`config.mk`:
```
export PLATFORM = sky130hd
export DESIGN_NAME = itsr_queue
export DESIGN_NICKNAME = d
export VERILOG_FILES = /design/src/hdl/itsr_pkg.sv /design/src/hdl/itsr_queue.sv
export SDC_FILE = /design/constraint.sdc
export NUM_CORES = 1
export LEC_CHECK = 0
export BUFFER_PORTS_ARGS = -buffer_cell sky130_fd_sc_hd__buf_2
export CAP_MARGIN = 20
export CORE_MARGIN = 4
export CORE_UTILIZATION = 50
export DETAILED_ROUTE_END_ITERATION = 10
export PLACE_DENSITY = 0.77
export SYNTH_ARGS = -nofsm -noshare
export SYNTH_HDL_FRONTEND = slang
export SYNTH_SLANG_ARGS = --single-unit
```
`constraint.sdc`:
```
create_clock -name aclk -period 5.8 [get_ports aclk]
set_input_delay 0.29 -clock aclk [delete_from_list [all_inputs] [get_ports aclk]]
set_output_delay 0.29 -clock aclk [all_outputs]
set_load 0.005 [all_outputs]
```
`src/hdl/itsr_pkg.sv`:
```
// Shared types and constants for the indexed-to-swizzled RGB5A1 texel unit.
`timescale 1ns / 1ps

package itsr_pkg;

    localparam int CFG_W        = 10;
    localparam int TEXEL_W      = 16;
    localparam int ADDR_W       = 19;
    localparam int QUEUE_DEPTH  = 4;

    localparam logic [CFG_W-1:0] WIDTH_RESET  = 10'd320;
    localparam logic [CFG_W-1:0] HEIGHT_RESET = 10'd240;

    // Operation codes of an input item
    localparam logic OP_PALETTE = 1'b0;
    localparam logic OP_PIXEL   = 1'b1;

    // Configuration register indexes
    localparam logic CFG_IMAGE_WIDTH  = 1'b0;
    localparam logic CFG_IMAGE_HEIGHT = 1'b1;

    typedef struct packed {
        logic       operation;
        logic [7:0] palette_slot;
        logic [7:0] red;
        logic [7:0] green;
        logic [7:0] blue;
        logic [7:0] pixel_code;
    } in_item_t;

    typedef struct packed {
        logic [TEXEL_W-1:0] texel;
        logic [ADDR_W-1:0]  texel_address;
        logic               image_done;
    } out_item_t;

    // Classified work item handed from front to back
    typedef struct packed {
        logic              operation;
        logic [7:0]        index;      // palette slot or pixel code
        logic [23:0]       rgb;        // {red, green, blue}
        logic [ADDR_W-1:0] address;
        logic              done;
    } work_t;

    // Queue status seen by the front
    typedef struct packed {
        logic full;
        logic empty;
    } queue_status_t;

endpackage

```
`src/hdl/itsr_queue.sv`:
```
// Short FIFO of classified work items between front and back.
`timescale 1ns / 1ps

module itsr_queue (
    input  logic                     aclk,
    input  logic                     aresetn,
    input  logic                     push,
    input  itsr_pkg::work_t          push_entry,
    input  logic                     pop,
    output itsr_pkg::work_t          head,
    output itsr_pkg::queue_status_t  status
);

    localparam int PW = $clog2(itsr_pkg::QUEUE_DEPTH);
    localparam int CW = $clog2(itsr_pkg::QUEUE_DEPTH + 1);

    itsr_pkg::work_t slots [itsr_pkg::QUEUE_DEPTH];

    logic [PW-1:0] wr_ptr_reg, wr_ptr_next;
    logic [PW-1:0] rd_ptr_reg, rd_ptr_next;
    logic [CW-1:0] count_reg, count_next;
    logic          do_push;
    logic          do_pop;

    assign status.full  = (count_reg == CW'(itsr_pkg::QUEUE_DEPTH));
    assign status.empty = (count_reg == '0);
    assign head         = slots[rd_ptr_reg];

    assign do_push = push && !status.full;
    assign do_pop  = pop && !status.empty;

    always_comb begin
        wr_ptr_next = do_push ? wr_ptr_reg + 1'b1 : wr_ptr_reg;
        rd_ptr_next = do_pop ? rd_ptr_reg + 1'b1 : rd_ptr_reg;
        count_next  = count_reg;
        if (do_push && !do_pop) begin
            count_next = count_reg + 1'b1;
        end else if (do_pop && !do_push) begin
            count_next = count_reg - 1'b1;
        end
    end

    always_ff @(posedge aclk) begin
        if (!aresetn) begin
            wr_ptr_reg <= '0;
            rd_ptr_reg <= '0;
            count_reg  <= '0;
        end else begin
            wr_ptr_reg <= wr_ptr_next;
            rd_ptr_reg <= rd_ptr_next;
            count_reg  <= count_next;
        end
    end

    always_ff @(posedge aclk) begin
        if (do_push) begin
            slots[wr_ptr_reg] <= push_entry;
        end
    end

    a_count_bound: assert property (@(posedge aclk) disable iff (!aresetn)
        count_reg <= CW'(itsr_pkg::QUEUE_DEPTH))
        else $error("queue count exceeds depth");

    a_ptr_gap: assert property (@(posedge aclk) disable iff (!aresetn)
        PW'(wr_ptr_reg - rd_ptr_reg) == count_reg[PW-1:0])
        else $error("queue pointers disagree with count");

    a_push_grows: assert property (@(posedge aclk) disable iff (!aresetn)
        (do_push && !do_pop) |=> (count_reg == $past(count_reg) + 1'b1))
        else $error("push without pop did not grow queue");

endmodule

```
# [Word level (Yosys, flattened, before mapping)]
# Memory sizes are Yosys's and may differ from the RTL's. A register that Yosys moved wholly into a read port is not among the register bits.
# Index checks and enable logic that the tools add are counted.
[classes] n_addsub=4 n_mul=0 div_mod_pow=0 magnitude_cmp=0 eq_ne=1 n_shift=0 muxes=6 bitwise=0 n_reduce_logical=10
[op_table] operator="two-way mux 3 bit" count=2
[op_table] operator="adder 2 x 1 -> 2 bit (second input constant)" count=2
[op_table] operator="logical AND 1 bit" count=4
[op_table] operator="zero test 1 bit" count=4
[op_table] operator="two-way mux 2 bit" count=2
[op_table] operator="adder 3 x 1 -> 3 bit (second input constant)" count=1
[op_table] operator="equality test 3 bit (second input constant)" count=1
[op_table] operator="zero test 3 bit" count=1
[op_table] operator="subtractor 3 x 1 -> 3 bit (second input constant)" count=1
[op_table] operator="two-way mux 1 bit" count=2
[op_table] operator="nonzero test 2 bit" count=1
[totals] regBits=7 latchBits=0 mem_bits_rw=212 romBits=0 input_bits=57 output_inout_bits=55 word_cells=25 n_memories=1
[mem_list] memory="slots" words=4 word_bits=53 read_ports=1 rd_ports_with_merged_regs=1 write_ports=1 line="itsr_queue.sv:17" source="itsr_pkg::work_t slots [itsr_pkg::QUEUE_DEPTH];"

# [Longest topological paths before layout]
# Gate-level depths: netlist of run 1.
[logic_depth] ltp_word=7 mapped_depth=9 ltp_nobuf=8

# [Worst setup path before layout of run 1]
# No wires, ideal clock.
[synth_timing] kind="register to register" from="register count_reg[0]" to="memory slots[0][0] (netlist bit) (enable)" setup_time_ps=416 arrival_time_ps=2084 required_time_ps=5384 path_slack_ps=3300 path_stages_with_launch=5 path_buffers=1 synth_period_minus_slack_ps=2500 path_cell_list="dfxtp_1 > nor3b_2 > nor2b_1 > buf_2 > and2_1"
[synth_lines] item="start: declaration" line="itsr_queue.sv:21" source="logic [CW-1:0] count_reg, count_next;"
[synth_lines] item="start signal: assignment" line="itsr_queue.sv:51" source="count_reg <= count_next;"
[synth_lines] item="end: declaration" line="itsr_queue.sv:17"

==> results.yml, run 1 <==
outcome:
  status: "finished, final reports clean"
sta:
  post-route-period-util: 0.436
  setup-violations-final: 0
  skew_ns: 0.0155
  post-route-min-period_ns: 2.53
  slew_headroom: 0.494
  hold_viol_final: 0
  setup_ws_ns: 3.27
  rsz0062_at_grt: "false"
  hold_ws_ns: 0.0199
  worst_pin_slew_ns: 0.759
  drv_slew: 0
  tns_ns: 0
  timing.fmax_ghz: 0.396
clock_network:
  ctsHoldBuffers: 0
  clock_sinks: 221
  cts_tree: "yes"
  post_cts_resized: 0
  htreeDepth: 1
  clk_pin_slew_ns: 0.06
  root_buffer: "clkbuf_16"
  post-cts-setup-buffers: 0
  clock_path_buffers: 3
  cts_buffers: 21
  clock_latency_ns: 0.48
critical_path:
  start_kind: "flop"
  cp.arrival_ns: 2.24
  path_class: "flop to output pin"
  cp.required_ns: 5.51
  path_max_fanout: 36
  cp-end-kind: "output pin"
layout:
  fin_nets: 514
  areaGrowthSynthToFinish_pct: 17.0
  drive_above_1_share: 0.438
  mostFrequentLayoutCells: "edfxtp_1, buf_2, mux4_2, clkbuf_16, dfxtp_1"
  stdcell_area_mm2: 0.00957
  final_cells: 681
  largest_reg_flops: 212
  final_common_cell: "edfxtp_1"
grt:
  grt_use_total: 0.156
  antenna_found_initial: 1
  grt_pass1_wl_um: 21900
  grt_pass1_vias: 3931
  grt.overflow.total: 0
  grt_max_degree: 54
power_and_ir_drop:
  internal_power_uw: 3160
  peakVddDrop_mv: 0.213
  seq_power_share: 0.489
  pwr-share-clk: 0.303
  p_switching_uw: 1000
  p_sw_frac: 0.240
  p_comb_frac: 0.207
  p_per_area_mw_per_mm2: 435
  power.leakage_uw: 0.00322
place:
  pre_cts_ws_ns: 3.27
  dp_hpwl_um: 8660
  place.gp.congestion: 0.771
  portBuffers: 111
  placed_area_mm2: 0.00891
  place_inst: 643
drt:
  avgViaCountPerCell: 5.32
  drc_errors: 0
  via_count: 3622
  drt-initial-drc-count: 275
  wirelength_um: 14100
  post_drt_wl_per_cell_um: 20.7
  detail_route.first_pass.iterations: 5
  final_antenna_net_count: 0
yosys:
  synth_cell_types: 23
  synth-seq-cells: 221
  netlist_area_mm2: 0.00818
  synthFlopType: "edfxtp_1"
  syn_inst: 325
  yosys_warnings: 0
  synthArstFlopShare: 0
  syn_avg_cell_area_um2: 25.2
  synth_edf_count: 212
  synth_nets: 388
  ys_seq_area_frac: 0.800
floorplan:
  dieHeight_um: 136
  start_util: 0.513
  ios: 112
  die_area_mm2: 0.0185
  die_x_um: 136
  core_area_mm2: 0.0159
  std_cell_rows: 46
worst_hold_path:
  hold_class: "primary input to flop"
job:
  max_cap_viol_count: 0
[synthesized netlist by cell type (3+ instances only)]
cell      number  share of area
and2_1         8         0.0061
buf_12         5          0.012
buf_2          6         0.0037
dfxtp_1        9          0.022
edfxtp_1     212           0.78
ha_1           5         0.0076
inv_1          3         0.0014
mux2i_1        3         0.0037
mux4_2        53           0.15
nand2_1        4         0.0018
xnor2_1        3         0.0032
[logic make-up after synthesis]
group | after synthesis | synth area share
and+or+nand+nor | 17 | 0.0124
muxes | 56 | 0.150
DFF | 221 | 0.800
AOI/OAI and AO/OA | 4 | 0.00413
adders and majority gates | 6 | 0.0101
buffers and inverters | 17 | 0.0196
xor gates and xnor gates | 4 | 0.00428
[stage by stage]
stage	power [µW]	util
after floorplan	2660	-
after global placement	2910	0.559
after detailed placement	2940	0.559
after CTS	4210	0.599
after global routing	4380	0.600
final	4160	0.601
[worst max-delay path: stages, from the launching register on]
cell and delay, ns:
dfxtp_2 0.62, buf_4 0.54, mux4_2 0.43, buf_2 0.15
[power groups by stage]
stage                     logic [µW]  clock network [µW]  registers, µW
after detailed placement         796                   0           2140
after CTS                        803                1290           2110
final                            863                1260           2040
after global routing             947                1370           2060
after global placement           785                   0           2130
after floorplan                  642                   0           2010
[area by class of cell]
cell class              instances  area, µm²
fillers                      1131       6370
clock buffers                  26        544
inverters                       3       11.3
well taps                     216        270
flip-flops and latches        221       6550
clock inverters                10       92.6
multi-input cells              87       1480
diodes                          1       2.50
repair buffers                117        621
[per-layer routing]
| layer | up-vias | global-route usage | wire [µm] |
|---|---|---|---|
| met2 | 123 | 0.248 | 6680 |
| met1 | 1851 | 0.220 | 6020 |
| met3 | 23 | 0.0407 | 1180 |
| met4 | 2 | 0.0420 | 221 |
| met5 | - | 0 | 13 |
| li1 | 1623 | - | - |
[final timing paths]
| check | from | to | slack [ns] | cells after the start |
|---|---|---|---|---|
| setup / recovery | flop | head[7] | 3.27 | 3 |
| hold / removal | push_entry[40] | slots[2][40] | 0.02 | 1 |
| setup reg to reg | count_reg[1] | slots[3][45] | 3.30 | 4 |
| hold reg to reg | wr_ptr_reg[0] | wr_ptr_reg[0] | 0.52 | 2 |
Note: power is estimated with default switching activity, not from simulation.
==> run 2: changes to the inputs <==
--- a/config.mk
+++ b/config.mk
@@ -10,7 +10,7 @@
 export CORE_MARGIN = 4
 export CORE_UTILIZATION = 50
 export DETAILED_ROUTE_END_ITERATION = 10
-export PLACE_DENSITY = 0.77
+export PLACE_DENSITY = 0.8
 export SYNTH_ARGS = -nofsm -noshare
 export SYNTH_HDL_FRONTEND = slang
 export SYNTH_SLANG_ARGS = --single-unit
==> constraint.sdc (replaced) <==
create_clock -name aclk -period 2.3 [get_ports aclk]
set_input_delay 0.115 -clock aclk [delete_from_list [all_inputs] [get_ports aclk]]
set_output_delay 0.115 -clock aclk [all_outputs]
set_load 0.005 [all_outputs]
==> run 2 against run 1 <==
Net effect:
- clock skew shrank 0.0068 ns
- die area unchanged
- final cell count is 9.7% higher
- clock power grew to 2.9 times the previous value
- global-route usage is 1.5 points higher
- worst setup slack got worse by 3.1 ns
- routed wire length increased by 8.7%
- register-to-register slack lost 3.1 ns
- sequential power rose to 2.5 times the previous value
- via count up 8.3%
- design area increased by 8.3%
- critical path type is now flop to flop
- critical endpoint is now count_reg[2]
- largest power group unchanged
- highest routed layer is now met4
==> results.yml, run 2 (synthesis gave the netlist of run 1 again) <==
power_and_ir_drop:
  power.leakage_uw: 0.00356
  p_per_area_mw_per_mm2: 1070
  finalPower_uw: 11100
  peakVddDrop_mv: 0.820
sta:
  slew_headroom: 0.742
  hold_ws_ns: 0.0914
  drv_slew: 0
  skew_ns: 0.00861
  post-route-min-period_ns: 2.13
  rsz0062_at_grt: "false"
  setup-violations-final: 0
  setup_ws_ns: 0.165
  tns_ns: 0
  worst_pin_slew_ns: 0.386
  timing.fmax_ghz: 0.468
  hold_viol_final: 0
  post-route-period-util: 0.928
critical_path:
  cp_cell_sequence: "o31ai_2, ha_1, inv_1, fa_1, xor2_1, or3_1, a21boi_0"
  path_class: "flop to flop"
  cp.arrival_ns: 2.54
  path_max_fanout: 6
  path_buf_inv: 1
  slowest_stage: "dfxtp_1"
  cpPeakStageDelay_ns: 0.38
  start_kind: "flop"
  critical_path.top_delay_family: "adder cells"
  cp-end-kind: "flop"
  cp.required_ns: 2.71
grt:
  antenna_found_initial: 0
  grt_pass1_wl_um: 24200
  grt_pass1_vias: 4300
  grt_use_total: 0.171
  grt.overflow.total: 0
  grt_max_degree: 46
clock_network:
  clock_path_buffers: 3
  cts_buffers: 23
  cts_tree: "yes"
  clk_pin_slew_ns: 0.06
  clock_sinks: 221
  htreeDepth: 1
  clock_latency_ns: 0.48
  root_buffer: "clkbuf_16"
drt:
  wirelength_um: 15300
  drt-initial-drc-count: 189
  via_count: 3924
  detail_route.first_pass.iterations: 4
  drc_errors: 0
  post_drt_wl_per_cell_um: 20.5
  final_antenna_net_count: 0
  avgViaCountPerCell: 5.25
place:
  portBuffers: 111
  place_inst: 652
  dp_hpwl_um: 9430
  pre_cts_ws_ns: 0.142
  place.gp.congestion: 0.733
floorplan:
  ios: 112
  dieHeight_um: 136
  core_area_mm2: 0.0159
  start_util: 0.513
  die_area_mm2: 0.0185
  die_x_um: 136
  std_cell_rows: 46
layout:
  areaGrowthSynthToFinish_pct: 26.8
  final_cells: 747
  diodes: 0
  mostFrequentLayoutCells: "edfxtp_1, buf_2, dlygate4sd3_1, mux4_2, clkbuf_16"
  largest_reg_flops: 212
  drive_above_1_share: 0.411
  final_common_cell: "edfxtp_1"
  fin_nets: 578
job:
  max_cap_viol_count: 0
outcome:
  status: "finished, final reports clean"
worst_hold_path:
  hold_class: "primary input to flop"
-- run 2: final timing paths --
path | cells after the start | slack, ns | from | end
setup reg to reg | 7 | 0.17 | count_reg[1] | count_reg[2]
setup / recovery | 7 | 0.17 | count_reg[1] | count_reg[2]
hold reg to reg | 2 | 0.51 | wr_ptr_reg[0] | wr_ptr_reg[0]
hold / removal | 4 | 0.09 | pop | flop
-- run 2: layout make-up --
class / instances / area (µm²)
Inverter: 3 / 11.3
Fill cell: 1052 / 5570
Tap cell: 216 / 270
Clock buffer: 24 / 579
Timing Repair Buffer: 179 / 1300
Clock inverter: 17 / 176
Multi-Input combinational cell: 87 / 1480
Sequential cell: 221 / 6550
-- run 2: power by group --
part	leakage, µW	total, µW	switching, µW	internal (µW)
registers	0.00202	5130	232	4900
logic	0.00118	2370	1030	1340
clock network	0.000367	3650	1390	2260
total	0.00356	11100	2650	8500
-- run 2: per-stage QoR --
step                cell area, µm²  utilization
finish                       10400        0.651
global placement              9070        0.569
CTS                          10400        0.651
floorplan                     8190            -
detailed placement            9070        0.569
global route                 10400        0.651
-- run 2: worst register-to-register path, stage by stage, from the launching register on --
cell and delay (ns):
dfxtp_1 0.38, o31ai_2 0.35, ha_1 0.26, inv_1 0.07, fa_1 0.37, xor2_1 0.16, or3_1 0.31, a21boi_0 0.17
-- run 2: routing by layer --
| metal | global-route usage | vias up | wire length, µm | part of all wire |
|---|---|---|---|---|
| li1 | - | 1754 | - | - |
| met4 | 0.0358 | 0 | 182 | 0.012 |
| met2 | 0.296 | 129 | 8080 | 0.53 |
| met5 | 0 | - | 0 | 0 |
| met1 | 0.228 | 2026 | 6070 | 0.40 |
| met3 | 0.0363 | 15 | 999 | 0.065 |
-- run 2: repair_timing --
item	4_1_cts	5_1_grt
hold endpoints to repair	221	0
resized for setup	0	1
hold buffers	54	0
buffers inserted	0	0
endpoints found under the setup margin	0	1
==> run 3: changes to the inputs <==
--- a/config.mk
+++ b/config.mk
@@ -5,12 +5,13 @@
 export SDC_FILE = /design/constraint.sdc
 export NUM_CORES = 1
 export LEC_CHECK = 0
+export ABC_AREA = 1
 export BUFFER_PORTS_ARGS = -buffer_cell sky130_fd_sc_hd__buf_2
-export CAP_MARGIN = 20
+export CAP_MARGIN = 25
 export CORE_MARGIN = 4
 export CORE_UTILIZATION = 50
 export DETAILED_ROUTE_END_ITERATION = 10
-export PLACE_DENSITY = 0.8
+export PLACE_DENSITY = 0.77
 export SYNTH_ARGS = -nofsm -noshare
 export SYNTH_HDL_FRONTEND = slang
 export SYNTH_SLANG_ARGS = --single-unit
==> constraint.sdc (replaced) <==
create_clock -name aclk -period 2 [get_ports aclk]
set_input_delay 0.1 -clock aclk [delete_from_list [all_inputs] [get_ports aclk]]
set_output_delay 0.1 -clock aclk [all_outputs]
set_load 0.005 [all_outputs]
==> run 3 against run 2 <==
Net effect:
- core utilization shrank 0.49 points
- final cell count grew 34%
- sequential share of layout area shrank 2.2 points
- die area increased by 3.9%
- sequential power rose by 14%
- routed wire length rose by 22%
- hold slack gained 0.26 ns
- non-clock buffer count grew 13
- critical path type is now flop to output pin
- synthesized cell count grew 79%
==> results.yml, run 3 <==
outcome:
  status: "finished, final reports clean"
sta:
  setup-violations-final: 0
  slew_headroom: 0.740
  worst_pin_slew_ns: 0.390
  drv_slew: 0
  skew_ns: 0.0125
  tns_ns: 0
  post-route-min-period_ns: 1.95
  post-route-period-util: 0.977
  timing.fmax_ghz: 0.512
  setup_ws_ns: 0.0455
  hold_viol_final: 0
drt:
  via_count: 5502
  final_antenna_net_count: 0
  drc_errors: 0
  detail_route.first_pass.iterations: 5
  avgViaCountPerCell: 5.49
  drt-initial-drc-count: 378
  wirelength_um: 18700
  post_drt_wl_per_cell_um: 18.6
floorplan:
  core_area_mm2: 0.0166
  std_cell_rows: 47
  die_area_mm2: 0.0192
  start_util: 0.512
  dieHeight_um: 139
  die_x_um: 139
  ios: 112
clock_network:
  clock_sinks: 221
  clock_latency_ns: 0.51
  htreeDepth: 1
  cts_tree: "yes"
  root_buffer: "clkbuf_16"
  clock_path_buffers: 3
  clk_pin_slew_ns: 0.06
  cts_buffers: 23
critical_path:
  cp.arrival_ns: 1.85
  r2r_start: "count_reg[1]"
  rrSetupSlack_ns: 0.13
  cp.required_ns: 1.90
  path_max_fanout: 6
  path_class: "flop to output pin"
  timing.rr.end: "count_reg[2]"
  r2r_cells: 11
  cp-end-kind: "output pin"
  start_kind: "flop"
layout:
  mostFrequentLayoutCells: "edfxtp_1, buf_2, nor2_1, o21ai_0, dlygate4sd3_1"
  final_cells: 1003
  drive_above_1_share: 0.281
  stdcell_area_mm2: 0.0107
  final_common_cell: "edfxtp_1"
  fill_cells: 1132
  areaGrowthSynthToFinish_pct: 26.1
  largest_reg_flops: 212
  fin_nets: 829
place:
  placed_area_mm2: 0.00939
  pre_cts_ws_ns: 0.0711
  portBuffers: 111
  dp_hpwl_um: 10400
  place_inst: 898
  place.gp.congestion: 0.721
yosys:
  yosys_warnings: 0
  synth_cell_types: 23
  synthFlopType: "edfxtp_1"
  synth_common_cells: "edfxtp_1, nor2_1, o21ai_0"
  netlist_area_mm2: 0.00852
  synth_most_common_cell: "edfxtp_1"
  synth_edf_count: 212
  synthArstFlopShare: 0
  synth_nets: 646
  syn_inst: 583
  ys_top_cells_by_area: "edfxtp_1, o21ai_0, nor2_1"
  ys_seq_area_frac: 0.768
  yosysTopAreaCell: "edfxtp_1"
  synth-seq-cells: 221
  yosys.area.top_type_share: 0.747
  syn_avg_cell_area_um2: 14.6
grt:
  gr-usage-met1: 0.230
  use_met2: 0.329
  busiest_layer: "met2"
  grt_use_total: 0.188
  grt.overflow.total: 0
  use_met3: 0.0459
  antenna_found_initial: 1
  grt_pass1_vias: 5637
  grt_pass1_wl_um: 29200
  grt_max_degree: 59
power_and_ir_drop:
  peakVddDrop_mv: 0.934
  power.leakage_uw: 0.00386
  p_per_area_mw_per_mm2: 1210
worst_hold_path:
  hp-start: "push_entry[10]"
  whs_endpoint: "slots[1][10]"
  hold_class: "primary input to flop"
  hold_depth: 2
job:
  max_cap_viol_count: 0
-- run 3: cell types whose count changed in the layout (fill, tap and decap cells not counted), sizes merged, moves of 4 or more --
cell | previous run | this run
nor2 | 0 | 120
o21ai | 1 | 107
mux4 | 53 | 0
o22ai | 0 | 53
inv | 3 | 20
nand2 | 4 | 15
buf | 125 | 134
and2 | 8 | 0
clkbuf | 24 | 30
clkinv | 12 | 8
nand3 | 0 | 4
-- run 3: kinds of logic after synthesis --
group	synth area share
buffers and inverters	0.0345
and+or+nand+nor	0.0686
DFF	0.768
xor gates and xnor gates	0.00103
adders and majority gates	0.00969
AOI/OAI and AO/OA	0.118
-- run 3: timing repair --
item / 4_1_cts / 5_1_grt
gates resized for setup: 7 / 12
endpoints found under the setup margin: 31 / 24
cloned: 0 / 0
hold buffers: 57 / 0
buffers inserted: 1 / 5
pin swaps: 0 / 1
hold endpoints to repair: 221 / 0
-- run 3: layout make-up --
type	count	area (µm²)	area share
sequential	221	6560	0.610
multi-input combinational	310	1720	0.160
timing repair buffer	192	1410	0.131
clock buffer	29	598	0.0557
tap	220	275	0.0256
clock inverter	12	97.6	0.00908
inverter	18	88.8	0.00827
antenna	1	2.50	0.000233
-- run 3: worst max-delay path by stage --
stage | startpoint | endpoint | slack, ns | cells past startpoint
finish | flop | head[38] | 0.05 | 6
global route | count_reg[1] | count_reg[2] | -0.001 | 11
CTS | flop | head[11] | 0.001 | 5
detailed placement | count_reg[0] | count_reg[1] | 0.07 | 9
global placement | count_reg[0] | count_reg[2] | 0.25 | 13
floorplan | count_reg[0] | slots[0][0] | -0.51 | 4
-- run 3: critical path: stages (launching register included) --
cell and delay (ns):
dfxtp_4 0.47, buf_4 0.15, buf_4 0.10, buf_4 0.09, o21ai_0 0.08, o22ai_1 0.27, buf_2 0.18
-- run 3: per-layer routing --
| layer | vias up | share of wire |
|---|---|---|
| met5 | - | 0 |
| met4 | 0 | 0.027 |
| met3 | 39 | 0.079 |
| met2 | 249 | 0.51 |
| met1 | 2685 | 0.39 |
| li1 | 2529 | - |
-- run 3: metrics by stage --
stage | power, µW | hold slack [ns] | utilization
2_1_floorplan | 7710 | 0.199 | -
3_3_place_gp | 8780 | 0.308 | 0.564
3_5_place_dp | 8920 | 0.316 | 0.564
4_1_cts | 13000 | 0.326 | 0.642
5_1_grt | 13600 | 0.345 | 0.646
6_report | 13000 | 0.350 | 0.646
-- run 3: power breakdown --
group	switching [µW]	leakage [µW]	total (µW)	internal (µW)
clock network	1680	0.000343	3940	2260
logic	1940	0.00150	3220	1290
registers	202	0.00202	5840	5630
total	3820	0.00386	13000	9180
