[src/hdl/itsr_pkg.sv]
// Shared types and constants for the indexed-to-swizzled RGB5A1 texel unit.
`timescale 1ns / 1ps

package itsr_pkg;

    localparam int CFG_W        = 10;
    localparam int TEXEL_W      = 16;
    localparam int ADDR_W       = 19;
    localparam int QUEUE_DEPTH  = 4;

    localparam logic [CFG_W-1:0] WIDTH_RESET  = 10'd320;
    localparam logic [CFG_W-1:0] HEIGHT_RESET = 10'd240;

    // Operation codes of an input item
    localparam logic OP_PALETTE = 1'b0;
    localparam logic OP_PIXEL   = 1'b1;

    // Configuration register indexes
    localparam logic CFG_IMAGE_WIDTH  = 1'b0;
    localparam logic CFG_IMAGE_HEIGHT = 1'b1;

    typedef struct packed {
        logic       operation;
        logic [7:0] palette_slot;
        logic [7:0] red;
        logic [7:0] green;
        logic [7:0] blue;
        logic [7:0] pixel_code;
    } in_item_t;

    typedef struct packed {
        logic [TEXEL_W-1:0] texel;
        logic [ADDR_W-1:0]  texel_address;
        logic               image_done;
    } out_item_t;

    // Classified work item handed from front to back
    typedef struct packed {
        logic              operation;
        logic [7:0]        index;      // palette slot or pixel code
        logic [23:0]       rgb;        // {red, green, blue}
        logic [ADDR_W-1:0] address;
        logic              done;
    } work_t;

    // Queue status seen by the front
    typedef struct packed {
        logic full;
        logic empty;
    } queue_status_t;

endpackage

[src/hdl/itsr_front.sv]
// Front end: item intake, raster counters, swizzled address generation.
`timescale 1ns / 1ps

module itsr_front #(
    parameter int MAX_DIM_LOG2 = 9
) (
    input  logic                          aclk,
    input  logic                          aresetn,
    input  logic                          cfg_wr_en,
    input  logic                          cfg_index,
    input  logic [itsr_pkg::CFG_W-1:0]    cfg_wdata,
    input  logic                          s_valid,
    output logic                          s_ready,
    input  itsr_pkg::in_item_t            s_item,
    input  itsr_pkg::queue_status_t       q_status,
    output logic                          push,
    output itsr_pkg::work_t               push_entry
);

    localparam int DW        = MAX_DIM_LOG2 + 1;
    localparam int DIM_LIMIT = 1 << MAX_DIM_LOG2;
    localparam int LW        = $clog2(MAX_DIM_LOG2 + 5);

    logic [itsr_pkg::CFG_W-1:0] width_reg, width_next;
    logic [itsr_pkg::CFG_W-1:0] height_reg, height_next;
    logic [MAX_DIM_LOG2-1:0]    col_reg, col_next;
    logic [MAX_DIM_LOG2-1:0]    row_reg, row_next;

    logic [DW-1:0] w_eff;
    logic [DW-1:0] h_eff;
    logic [LW-1:0] tw_log2;
    logic          col_last;
    logic          row_last;
    logic [31:0]   addr_full;
    logic          accept;

    assign s_ready = !q_status.full;
    assign accept  = s_valid && s_ready;
    assign push    = accept;

    // Effective dimensions: zero acts as one, oversize clamps to the limit
    always_comb begin
        if (width_reg == '0) begin
            w_eff = DW'(1);
        end else if (32'(width_reg) > DIM_LIMIT) begin
            w_eff = DW'(DIM_LIMIT);
        end else begin
            w_eff = DW'(width_reg);
        end
        if (height_reg == '0) begin
            h_eff = DW'(1);
        end else if (32'(height_reg) > DIM_LIMIT) begin
            h_eff = DW'(DIM_LIMIT);
        end else begin
            h_eff = DW'(height_reg);
        end
    end

    // Texture width: smallest power of two >= width, at least 8
    always_comb begin
        tw_log2 = LW'(MAX_DIM_LOG2);
        for (int k = MAX_DIM_LOG2; k >= 3; k--) begin
            if (32'(w_eff) <= (32'd1 << k)) begin
                tw_log2 = LW'(k);
            end
        end
    end

    assign col_last = (32'(col_reg) + 32'd1) >= 32'(w_eff);
    assign row_last = (32'(row_reg) + 32'd1) >= 32'(h_eff);

    // 16-byte x 8-row blocks; texel is 2 bytes so 8 texels per block row
    assign addr_full = ((32'(row_reg >> 3)) << (32'(tw_log2) + 32'd4))
                     | ((32'(col_reg >> 3)) << 7)
                     | ((32'(row_reg[2:0])) << 4)
                     | ((32'(col_reg[2:0])) << 1);

    always_comb begin
        push_entry.operation = s_item.operation;
        push_entry.index     = (s_item.operation == itsr_pkg::OP_PIXEL) ?
                               s_item.pixel_code : s_item.palette_slot;
        push_entry.rgb       = {s_item.red, s_item.green, s_item.blue};
        push_entry.address   = addr_full[itsr_pkg::ADDR_W-1:0];
        push_entry.done      = col_last && row_last;
    end

    always_comb begin
        width_next  = width_reg;
        height_next = height_reg;
        col_next    = col_reg;
        row_next    = row_reg;
        if (cfg_wr_en) begin
            case (cfg_index)
                itsr_pkg::CFG_IMAGE_WIDTH:  width_next  = cfg_wdata;
                itsr_pkg::CFG_IMAGE_HEIGHT: height_next = cfg_wdata;
                default: ;
            endcase
            col_next = '0;
            row_next = '0;
        end else if (accept && s_item.operation == itsr_pkg::OP_PIXEL) begin
            if (col_last) begin
                col_next = '0;
                row_next = row_last ? '0 : row_reg + 1'b1;
            end else begin
                col_next = col_reg + 1'b1;
            end
        end
    end

    always_ff @(posedge aclk) begin
        if (!aresetn) begin
            width_reg  <= itsr_pkg::WIDTH_RESET;
            height_reg <= itsr_pkg::HEIGHT_RESET;
            col_reg    <= '0;
            row_reg    <= '0;
        end else begin
            width_reg  <= width_next;
            height_reg <= height_next;
            col_reg    <= col_next;
            row_reg    <= row_next;
        end
    end

endmodule

[config.mk]
export PLATFORM = sky130hd
export DESIGN_NAME = itsr_front
export DESIGN_NICKNAME = d
export VERILOG_FILES = /design/src/hdl/itsr_pkg.sv /design/src/hdl/itsr_front.sv
export SDC_FILE = /design/constraint.sdc
export NUM_CORES = 1
export LEC_CHECK = 0
export ABC_AREA = 0
export BUFFER_PORTS_ARGS = -buffer_cell sky130_fd_sc_hd__clkbuf_2
export CORE_AREA = 4 4 90 92
export CTS_BUF_LIST = sky130_fd_sc_hd__clkbuf_16
export CTS_CLUSTER_DIAMETER = 40
export CTS_CLUSTER_SIZE = 25
export DETAILED_ROUTE_END_ITERATION = 7
export DIE_AREA = 0 0 94 96
export GPL_ROUTABILITY_DRIVEN = 1
export PLACE_DENSITY = 0.77
export SYNTH_ARGS = -nofsm -noshare
export SYNTH_HDL_FRONTEND = slang
export SYNTH_SLANG_ARGS = --single-unit
[constraint.sdc]
create_clock -name aclk -period 3 [get_ports aclk]
set_input_delay 0.15 -clock aclk [delete_from_list [all_inputs] [get_ports aclk]]
set_output_delay 0.15 -clock aclk [all_outputs]
set_load 0.02 [all_outputs]
-- Word-level counts from Yosys, hierarchy flattened
Cells that the tools add are included.
- multipliers: 0
- eq/ne operators: 0
- shift-type cells: 1
- bitwise operators: 5
- div/mod/pow operators: 0
- muxes and demuxes: 13
- reduce and logical (&&, ||, !) cells: 10
- $lt $le $gt $ge: 10
- add/subtract/negate cells: 5
- operators by type and width (kind ; number):
    $mux W10 ; 4
    $add A9 B1 Y10 const B ; 2
    $ge A10 B10 Y1 ; 2
    $gt A10 B10 Y1 const B ; 2
    $logic_not A10 Y1 ; 2
    $mux W4 ; 5
    $or A19 B13 Y19 ; 1
    $or A19 B4 Y19 ; 1
    $or A19 B7 Y19 ; 1
    $shl A6 B5 Y19 ; 1
    $add A9 B1 Y9 const B ; 2
    $mux W9 ; 2
    $le A10 B4 Y1 const B ; 1
    $le A10 B5 Y1 const B ; 1
    $le A10 B6 Y1 const B ; 1
    $le A10 B7 Y1 const B ; 1
    $le A10 B8 Y1 const B ; 1
    $le A10 B9 Y1 const B ; 1
    $mux W8 ; 1
    $reduce_and A2 Y1 ; 3
    $add A4 B3 Y5 const B ; 1
    $logic_and A1 B1 Y1 ; 3
    $not A1 Y1 ; 2
    $reduce_or A2 Y1 ; 1
    other kinds (2) ; 2
- RAM bits: 0
- bits in read-only memories: 0
- bits in registers: 38
- bits in latches: 0
- input bits: 58
- memories: 0

-- Logic depth before layout (Yosys ltp)
Gate-level depths: netlist of run 1.
- depth in word-level cells: 15
- gate-level depth with buffers: 14

-- Least setup slack after synthesis of run 1
No wires, ideal clock.
- path kind: register to register
- start: register width_reg[0] in the netlist's numbering
- end: register col_reg[0]
- setup slack: 0.063 ns
- library setup time: 0.066 ns
- path buffers: 0
- stages on the path, launching flop included: 13
- arrival: 2.871 ns
- required time: 2.934 ns
- cells stage by stage: dfxtp_1 or4_4 nor2_1 a21oi_1 nor2_1 ha_1 nand2b_1 a21o_1 a21oi_1 o21ai_0 a311oi_1 mux2i_1 nor2_1
- word-level cells in the longest chain between the ends: 5
- elaborated cells on any way between the ends: 6
- ends and longest elaborated chain (element ; line ; text):
    start: declaration ; itsr_front.sv:24 ; logic [itsr_pkg::CFG_W-1:0] width_reg, width_next;
    start signal: assignment ; itsr_front.sv:112 ; width_reg <= itsr_pkg::WIDTH_RESET;
    start signal: assignment ; itsr_front.sv:117 ; width_reg <= width_next;
    $gt A10 B10 Y1 ; itsr_front.sv:45 ; end else if (32'(width_reg) > DIM_LIMIT) begin
    $mux W10 ; itsr_front.sv:45 ;
    $mux W10 * ; itsr_front.sv:43 ; if (width_reg == '0) begin
    $ge A10 B10 Y1 * ; itsr_front.sv:69 ; assign col_last = (32'(col_reg) + 32'd1) >= 32'(w_eff);
    $mux W9 * ; itsr_front.sv:101 ; if (col_last) begin
    end signal: assignment ; itsr_front.sv:119 ; col_reg <= col_next;
    end: declaration ; itsr_front.sv:26 ; logic [MAX_DIM_LOG2-1:0] col_reg, col_next;
Mark *: on every way between the ends. The rest lies on a longest branch, timed or not.
A chain may end at the register's enable or synchronous reset.

==> reports/metrics.yaml, run 1 <==
outcome: "finished, violations left"
violations: "negative setup slack"
grt_pass1_vias: 3182
yosys.area_share.simple: 0.285
cts_max_level: 2
port_buffers: 63
reg2reg_setup_slack_ns: 0.18
die_area_sq_mm: 0.00902
synth_edf_count: 0
min_period_ns: 3.09
power_leakage_uw: 0.00182
die-height_um: 96
cts.path.max_buffers: 2
yosysSeqAreaShare: 0.232
synthToLayoutAreaGrowth_pct: 29.0
clockRootBuffer: "clkbuf_16"
synth_xor_area_frac: 0.0373
ys_ff_latch: 38
rr_startpoint: "col_reg[0]"
io_pins: 113
grt_pass1_wl_um: 15000
syn_area_sq_mm: 0.00329
cap_violations: 0
synthAdderAreaFrac: 0.0876
path_clk_slew_ns: 0.05
wl_met3_um: 616
synth_area_leaders: "dfxtp_1 (23%), nand2_1 (9.1%), ha_1 (8.8%)"
syn_area_per_cell_sq_um: 7.71
worstPathRequired_ns: 2.85
cp_data_arrival_time_ns: 2.94
hp-class: "input port to register"
whs_ns: 0.106
wl_met2_um: 4700
ys_types: 56
drive_above_1_share: 0.357
dr.pass1.iters: 5
synth_top_family_by_area: "simple AND/OR/NAND/NOR gates"
grt_remaining_overflow: 0
tritoncts: "built"
clock_latency_ns: 0.29
crit_path_end: "push_entry[13]"
fin_crit_sh: 1.03
antenna_found_initial: 0
postLayoutCellArea_sq_mm: 0.00424
initial_core_util: 0.455
nets: 565
route.detailed.drc: 0
tns_ns: -0.637
async_flop_share: 0
dr.first_iter.drc_count: 222
highest_layer: "met4"
cp-start-kind: "register"
rsz0062_at_grt: "yes"
wl_met1_um: 4150
timing.fmax_mhz: 324
row_count: 31
synth_warnings: 0
ir_worst_vdd_uv: 214
holdBufCountCts: 0
wire_per_inst_um: 16.6
reg2reg_to: "row_reg[2]"
powerDensity_mw_per_mm2: 366
power_uw: 1550
postSynthCellCount: 426
synth_flop_cell: "dfxtp_1"
numCtsBuffers: 5
maxSlewHeadroom: 0.497
antenna_left: 0
n_antenna_cell: 0
crit_path_end_kind: "output port"
synth_nets: 507
synth_compound_area_frac: 0.200
layout.cells.most_common_list: "nand2_1 (80), clkbuf_2 (50), dfxtp_1 (33)"
dp_hpwl_um: 6710
globalplace.congestion: 0.891
crit_fanout: 6
finalSetupViolations: 16
slew_viol_final: 0
setup_slack_ns: -0.0893
synth_top_area_cell: "dfxtp_1"
hold_viol: 0
r2r_cells: 13
crit_start: "width_reg[0]"
die_w_um: 94
synth_top_area_share: 0.232
clock-sinks: 38
viasPerCell: 5.77
worstMarginPinSlew_ns: 0.754
grt.total_usage: 0.208
final_common_cell: "nand2_1"
core_area_sq_mm: 0.00721
routed_wl_um: 9670
synthMuxAreaShare: 0.0678
vias: 3368
grt_max_degree: 23
skew_ns: 0.00571
critPathKind: "register to output port"
place_area_sq_mm: 0.00362
-- cells in the mapped netlist (3+ instances only) --
library cell / instances
inv_1: 4
and3_1: 12
dfxtp_1: 38
xnor2_1: 7
nor2b_1: 3
buf_4: 25
clkbuf_1: 16
nand2b_1: 9
a21boi_0: 14
a221o_1: 8
a31oi_1: 8
xor2_1: 7
a32o_1: 7
o21ai_0: 13
nor3b_1: 4
a211oi_1: 4
ha_1: 23
nand3_1: 23
a22o_1: 4
mux2_2: 10
nor2_1: 26
mux2i_1: 11
a21oi_1: 14
nand4b_1: 4
nand2_1: 80
a21o_1: 7
nand3b_1: 5
nor4_1: 3
-- cell type report --
type	count	area, sq um
Clock buffer	5	125
Clock inverter	3	68.8
Fill cell	643	2980
Inverter	7	26.3
Multi-Input combinational cell	336	2490
Sequential cell	38	769
Tap cell	99	124
Timing Repair Buffer	96	636
-- critical path, stage by stage, from the launching register on --
cell and delay [ns]:
dfxtp_1 0.31, or4_4 0.56, buf_6 0.15, nor3_4 0.13
mux2_4 0.34, o21a_4 0.27, and3_4 0.21, a32o_1 0.22
a221o_1 0.30, buf_2 0.16
-- worst min path at each step --
stage,endpoint,cells after the start,slack [ns],from
2_1_floorplan,height_reg[4],2,0.27,cfg_wdata[4]
3_3_place_gp,push_entry[25],0,0.30,s_item[13]
3_5_place_dp,push_entry[25],0,0.30,s_item[13]
4_1_cts,width_reg[7],3,0.10,cfg_wdata[7]
5_1_grt,width_reg[6],3,0.11,cfg_wdata[6]
6_report,width_reg[6],3,0.11,cfg_wdata[6]
-- timing repair --
item                                   4_1_cts  5_1_grt
buffers inserted                             4        6
setup endpoints to repair                   22       30
gates cloned                                 0        1
pin swaps                                    8       22
gates resized for setup                     44       59
endpoints found under the hold margin        0        0
-- power breakdown --
group / switching [uW] / internal [uW] / total (uW)
Combinational: 179 / 144 / 323
Clock: 220 / 478 / 697
Sequential: 14.0 / 518 / 533
Total: 413 / 1140 / 1550
-- logic make-up (layout without fill, tap and decap cells) --
logic type / Yosys count / in the layout
adder cells (fa/ha/maj): 23 / 23
buffers and inverters: 52 / 111
AO/OA/AOI/OAI: 92 / 92
XOR/XNOR: 14 / 14
flip-flops: 38 / 38
AND/OR/NAND/NOR: 186 / 186
multiplexers: 21 / 21
-- layer usage --
layer,vias up,track usage
met5,-,0
met4,0,0.0830
met3,27,0.0344
met2,120,0.360
met1,1589,0.257
li1,1632,-
-- stage by stage --
stage	cells	setup slack, ns	util
2_1_floorplan	426	0.0632	-
3_3_place_gp	565	0.0978	0.501
3_5_place_dp	565	-0.0157	0.501
4_1_cts	577	-0.0544	0.558
5_1_grt	584	-0.159	0.588
6_report	584	-0.0893	0.588
No activity file was read; power rests on OpenSTA's default activity.
==> inputs of run 2 (changes only) <==
--- a/config.mk
+++ b/config.mk
@@ -7,14 +7,15 @@
 export LEC_CHECK = 0
 export ABC_AREA = 0
 export BUFFER_PORTS_ARGS = -buffer_cell sky130_fd_sc_hd__clkbuf_2
-export CORE_AREA = 4 4 90 92
+export CORE_AREA = 4 4 87 89
 export CTS_BUF_LIST = sky130_fd_sc_hd__clkbuf_16
 export CTS_CLUSTER_DIAMETER = 40
 export CTS_CLUSTER_SIZE = 25
 export DETAILED_ROUTE_END_ITERATION = 7
-export DIE_AREA = 0 0 94 96
+export DIE_AREA = 0 0 91 93
 export GPL_ROUTABILITY_DRIVEN = 1
-export PLACE_DENSITY = 0.77
+export HOLD_SLACK_MARGIN = 0.08
+export PLACE_DENSITY = 0.78
 export SYNTH_ARGS = -nofsm -noshare
 export SYNTH_HDL_FRONTEND = slang
 export SYNTH_SLANG_ARGS = --single-unit
==> constraint.sdc (replaced) <==
create_clock -name aclk -period 3.8 [get_ports aclk]
set_input_delay 0.19 -clock aclk [delete_from_list [all_inputs] [get_ports aclk]]
set_output_delay 0.19 -clock aclk [all_outputs]
set_load 0.02 [all_outputs]
==> run 2 against run 1 <==
Effect of this change:
- the run now ends clean
- first-iteration DRC count increased by 7.7%
- non-clock buffer count decreased by 30
- design area decreased by 14%
- total power decreased by 26%
- die area decreased by 6.2%
- clock-buffer cell count unchanged
- largest power group unchanged
==> reports/metrics.yaml, run 2 (synthesis gave the netlist of run 1 again) <==
outcome: "finished clean"  # was finished, violations left
cts.path.max_buffers: 2  # unchanged
slew_viol_final: 0  # unchanged
grt.total_usage: 0.203  # was 0.208
tritoncts: "built"  # unchanged
initial_core_util: 0.486  # was 0.455
cap_violations: 0  # unchanged
dp_slack_ns: 0.356  # was -0.0157 ns
powerDensity_mw_per_mm2: 316  # was 366 mW/mm^2
finalSetupViolations: 0  # was 16
cp-start-kind: "register"  # unchanged
grt_pass1_vias: 2962  # was 3182
power_leakage_uw: 0.00163  # was 0.00182 uW
grt_max_degree: 23  # unchanged
dr.pass1.iters: 7  # was 5
min_period_ns: 3.59
drive_above_1_share: 0.211  # was 0.357
hold_viol: 0  # unchanged
whs_ns: 0.150  # was 0.106 ns
skew_ns: 0.00603  # was 0.00571 ns
dp_hpwl_um: 6340  # was 6710 um
core_area_sq_mm: 0.00676  # was 0.00721 sq mm
hp-class: "input port to register"  # unchanged
antenna_found_initial: 0  # unchanged
io_pins: 113  # unchanged
fin_crit_sh: 0.945
die_area_sq_mm: 0.00846  # was 0.00902 sq mm
die-height_um: 93  # was 96 um
layout.cells.most_common_list: "nand2_1 (80), clkbuf_2 (63), dfxtp_1 (38)"  # was nand2_1 (80), clkbuf_2 (50), dfxtp_1 (33)
cp_data_arrival_time_ns: 3.40  # was 2.94 ns
port_buffers: 63  # unchanged
route.detailed.drc: 0  # unchanged
row_count: 30  # was 31
nets: 535  # was 565
numCtsBuffers: 5  # unchanged
wire_per_inst_um: 15.8  # was 16.6 um
viasPerCell: 5.92  # was 5.77
clock-sinks: 38  # unchanged
die_w_um: 91  # was 94 um
synthToLayoutAreaGrowth_pct: 11.4  # was 29.0%
vias: 3166  # was 3368
crit_fanout: 7  # was 6
maxSlewHeadroom: 0.450  # was 0.497
dr.first_iter.drc_count: 239  # was 222
worstMarginPinSlew_ns: 0.820  # was 0.754 ns
final_common_cell: "nand2_1"  # unchanged
timing.fmax_mhz: 279
antenna_left: 0  # unchanged
worstPathRequired_ns: 3.61  # was 2.85 ns
routed_wl_um: 8470  # was 9670 um
clock_latency_ns: 0.28  # was 0.29 ns
cts_max_level: 2  # unchanged
path_clk_slew_ns: 0.06  # was 0.05 ns
grt_pass1_wl_um: 14200  # was 15000 um
holdBufCountCts: 0  # unchanged
ir_worst_vdd_uv: 206  # was 214 uV
globalplace.congestion: 0.922  # was 0.891
setup_slack_ns: 0.210  # was -0.0893 ns
grt_remaining_overflow: 0  # unchanged
crit_path_end_kind: "output port"  # unchanged
critPathKind: "register to output port"  # unchanged
clockRootBuffer: "clkbuf_16"  # unchanged
final_core_util: 0.542  # was 0.588
n_antenna_cell: 0  # unchanged
run 2: final cells by class:
class                      count  area, sq um
clock inverter                 3         68.8
timing repair buffer          66          338
clock buffer                   5          125
fill                         642         3100
inverter                       7         26.3
sequential                    38          761
multi-input combinational    336         2240
tap                           80          100
run 2: per-layer routing:
metal	vias up	track usage	wire length [um]	part of all wire
met5	-	0	0	0
li1	1572	-	-	-
met2	116	0.337	3870	0.46
met3	20	0.0402	576	0.068
met4	0	0.0967	240	0.028
met1	1458	0.254	3780	0.45
run 2: final timing paths:
path	end	slack [ns]	startpoint	depth (start not counted)
max reg2reg	col_reg[8]	0.65	width_reg[0]	12
max	push_entry[8]	0.21	width_reg[0]	10
min	height_reg[5]	0.15	cfg_wdata[5]	3
min reg2reg	height_reg[0]	0.46	height_reg[0]	2
run 2: critical path, stage by stage (launching register included):
cell and delay (ns):
dfxtp_1 0.35, or4_4 0.59, nor2_1 0.24, o21ai_0 0.21
or2_1 0.37, inv_2 0.17, ha_1 0.29, or2_2 0.36
nor2_4 0.20, a221o_1 0.18, clkbuf_2 0.17
run 2: where the power goes:
part	leakage [uW]	total [uW]	internal, uW	switching, uW
combinational	0.00123	181	72.4	108
sequential	0.000309	425	410	15.2
clock	0.0000940	551	377	173
run 2: repair_timing:
| action | in CTS | in global routing |
|---|---|---|
| setup buffers | 0 | 0 |
| setup endpoints to repair | 0 | 10 |
| gates resized for setup | 0 | 4 |
run 2: per-stage QoR:
stage / cells / TNS [ns] / total power, uW / area [sq um]
floorplan: 426 / 0 / 595 / 3290
global placement: 527 / 0 / 603 / 3450
detailed placement: 527 / 0 / 609 / 3450
CTS: 535 / 0 / 1160 / 3640
global route: 535 / -0.000718 / 1200 / 3660
finish: 535 / 0 / 1160 / 3660
==> inputs of run 3 (changes only) <==
==> config.mk (replaced) <==
export PLATFORM = sky130hd
export DESIGN_NAME = itsr_front
export DESIGN_NICKNAME = d
export VERILOG_FILES = /design/src/hdl/itsr_pkg.sv /design/src/hdl/itsr_front.sv
export SDC_FILE = /design/constraint.sdc
export NUM_CORES = 1
export LEC_CHECK = 0
export ABC_AREA = 0
export CORE_AREA = 4 4 83 85
export CTS_BUF_LIST = sky130_fd_sc_hd__clkbuf_16
export CTS_CLUSTER_DIAMETER = 40
export CTS_CLUSTER_SIZE = 25
export DETAILED_ROUTE_END_ITERATION = 7
export DIE_AREA = 0 0 87 89
export DONT_BUFFER_PORTS = 1
export GPL_ROUTABILITY_DRIVEN = 1
export HOLD_SLACK_MARGIN = 0.08
export PLACE_DENSITY = 0.7
export SYNTH_ARGS = -nofsm -noshare
export SYNTH_HDL_FRONTEND = slang
export SYNTH_SLANG_ARGS = --single-unit
==> run 3 against run 2 <==
Effect of this change:
- via count decreased by 5.3%
- hold slack got worse by 0.070 ns
- clock-buffer cell count unchanged
- critical path depth decreased by 1
- utilization increased by 1.7 points
- critical path type unchanged
==> reports/metrics.yaml, run 3 (synthesis gave the netlist of run 1 again) <==
outcome: "finished clean"  # unchanged
synthToLayoutAreaGrowth_pct: 5.48  # was 11.4%
internal_power_uw: 852  # was 860 uW
clock_latency_ns: 0.29  # was 0.28 ns
hold_viol: 0  # unchanged
worstMarginPinSlew_ns: 0.783  # was 0.820 ns
n_antenna_cell: 0  # unchanged
crit_fanout: 7  # unchanged
numCtsBuffers: 5  # unchanged
grt_pass1_wl_um: 13500  # was 14200 um
skew_ns: 0.0105  # was 0.00603 ns
final_core_util: 0.559  # was 0.542
critPathKind: "register to output port"  # unchanged
rsz0062_at_grt: "no"
die_w_um: 87  # was 91 um
tritoncts: "built"  # unchanged
powerDensity_mw_per_mm2: 330  # was 316 mW/mm^2
p_sw_uw: 293  # was 297 uW
cts.path.max_buffers: 2  # unchanged
grt_remaining_overflow: 0  # unchanged
slew_viol_final: 0  # unchanged
p_comb_frac: 0.141  # was 0.156
cap_violations: 0  # unchanged
die-height_um: 89  # was 93 um
crit_chain: "or4_4 > nor2_1 > o21ai_0 > or2_1 > inv_2 > ha_1 > or2_2 > nor2_2 > a221o_1"  # was or4_4 > nor2_1 > o21ai_0 > or2_1 > inv_2 > ha_1 > or2_2 > nor2_4 > a221o_1 > clkbuf_2
wire_per_inst_um: 17.3  # was 15.8 um
cts_max_level: 2  # unchanged
ir_worst_vdd_uv: 256  # was 206 uV
grt_max_degree: 21  # was 23
dr.pass1.iters: 4  # was 7
critPathSlowestCell: "or4_4"  # unchanged
sequentialPowerShare: 0.372  # was 0.368
grt.total_usage: 0.219  # was 0.203
initial_core_util: 0.530  # was 0.486
layout.cells.most_common_list: "nand2_1 (80), dfxtp_1 (38), nor2_1 (24)"  # was nand2_1 (80), clkbuf_2 (63), dfxtp_1 (38)
tns_ns: 0  # unchanged
dp_hpwl_um: 6040  # was 6340 um
finalSetupViolations: 0  # unchanged
timing.fmax_mhz: 280  # was 279 MHz
final_common_cell: "nand2_1"  # unchanged
vias: 2999  # was 3166
crit_path_end_kind: "output port"  # unchanged
dr.first_iter.drc_count: 220  # was 239
clockRootBuffer: "clkbuf_16"  # unchanged
hold_depth: 2  # was 3
drive_above_1_share: 0.0862  # was 0.211
row_count: 29  # was 30
antenna_left: 0  # unchanged
core_area_sq_mm: 0.00620  # was 0.00676 sq mm
cts_setup_buffers: 0  # unchanged
hp-class: "input port to register"  # unchanged
cp-start-kind: "register"  # unchanged
power_leakage_uw: 0.00142  # was 0.00163 uW
viasPerCell: 6.21  # was 5.92
globalplace.congestion: 0.898  # was 0.922
nets: 486  # was 535
antenna_found_initial: 0  # unchanged
pwr-share-clk: 0.487  # was 0.476
port_buffers: 0  # was 63
maxSlewHeadroom: 0.475  # was 0.450
min_period_ns: 3.58  # was 3.59 ns
fin_crit_sh: 0.941  # was 0.945
clock-sinks: 38  # unchanged
worstPathRequired_ns: 3.61  # about the same
r2r_cells: 13  # was 12
cp_data_arrival_time_ns: 3.39  # was 3.40 ns
route.detailed.drc: 0  # unchanged
routed_wl_um: 8340  # was 8470 um
grt_pass1_vias: 2762  # was 2962
path_clk_slew_ns: 0.05  # was 0.06 ns
switching_share: 0.256  # was 0.257
max_stage_delay_ns: 0.58  # was 0.59 ns
die_area_sq_mm: 0.00774  # was 0.00846 sq mm
io_pins: 113  # unchanged
run 3: cell types whose count changed in the layout (fill, tap and decap cells not counted):
cell,change
buf_4,+2
clkbuf_2,-63
dlygate4sd3_1,+12
nor2_2,+2
nor2_4,-2
run 3: final timing paths:
kind / from / end / slack (ns)
min reg2reg: height_reg[0] / height_reg[0] / 0.47
max: width_reg[0] / push_entry[5] / 0.22
min: cfg_wdata[1] / width_reg[1] / 0.08
max reg2reg: col_reg[0] / row_reg[6] / 0.72
run 3: layout make-up:
type / count / area, sq um
Multi-Input combinational cell: 336 / 2230
Sequential cell: 38 / 761
Fill cell: 574 / 2740
Clock buffer: 5 / 125
Timing Repair Buffer: 17 / 158
Inverter: 7 / 26.3
Clock inverter: 3 / 68.8
Tap cell: 77 / 96.3
run 3: stage by stage:
| step | total power, uW | setup slack [ns] | hold WS, ns | cells | cell area (sq um) |
|---|---|---|---|---|---|
| 2_1_floorplan | 595 | 0.841 | 0.314 | 426 | 3290 |
| 3_3_place_gp | 575 | 0.452 | 0.264 | 463 | 3150 |
| 3_5_place_dp | 579 | 0.401 | 0.268 | 463 | 3150 |
| 4_1_cts | 1150 | 0.103 | 0.0864 | 483 | 3460 |
| 5_1_grt | 1190 | 0.0371 | 0.0877 | 483 | 3470 |
| 6_report | 1140 | 0.224 | 0.0804 | 483 | 3470 |
run 3: power by group through the flow:
stage | Clock, uW | Sequential (uW) | Combinational, uW
floorplan | 0 | 428 | 167
detailed placement | 0 | 434 | 145
global route | 578 | 427 | 181
finish | 558 | 425 | 162
global placement | 0 | 433 | 142
CTS | 561 | 425 | 160
run 3: critical path, delay by kind of cell, from the launching register on:
family | cells | cell delay [ns]
buffers and inverters | 1 | 0.14
and+or+nand+nor | 5 | 1.80
AOI/OAI and AO/OA | 2 | 0.54
DFF | 1 | 0.34
adders and majority gates | 1 | 0.29
run 3: layer usage:
metal / share of wire / track usage / wire, um / vias up
met5: 0 / 0 / 0 / -
met4: 0.023 / 0.0822 / 193 / 0
met3: 0.079 / 0.0516 / 659 / 25
met2: 0.45 / 0.364 / 3780 / 127
met1: 0.44 / 0.277 / 3710 / 1372
li1: - / - / - / 1475
run 3: timing repair:
action / CTS / global route
setup endpoints to repair: 0 / 8
hold buffers: 12 / 0
endpoints found under the hold margin: 20 / 0
resized for setup: 0 / 2
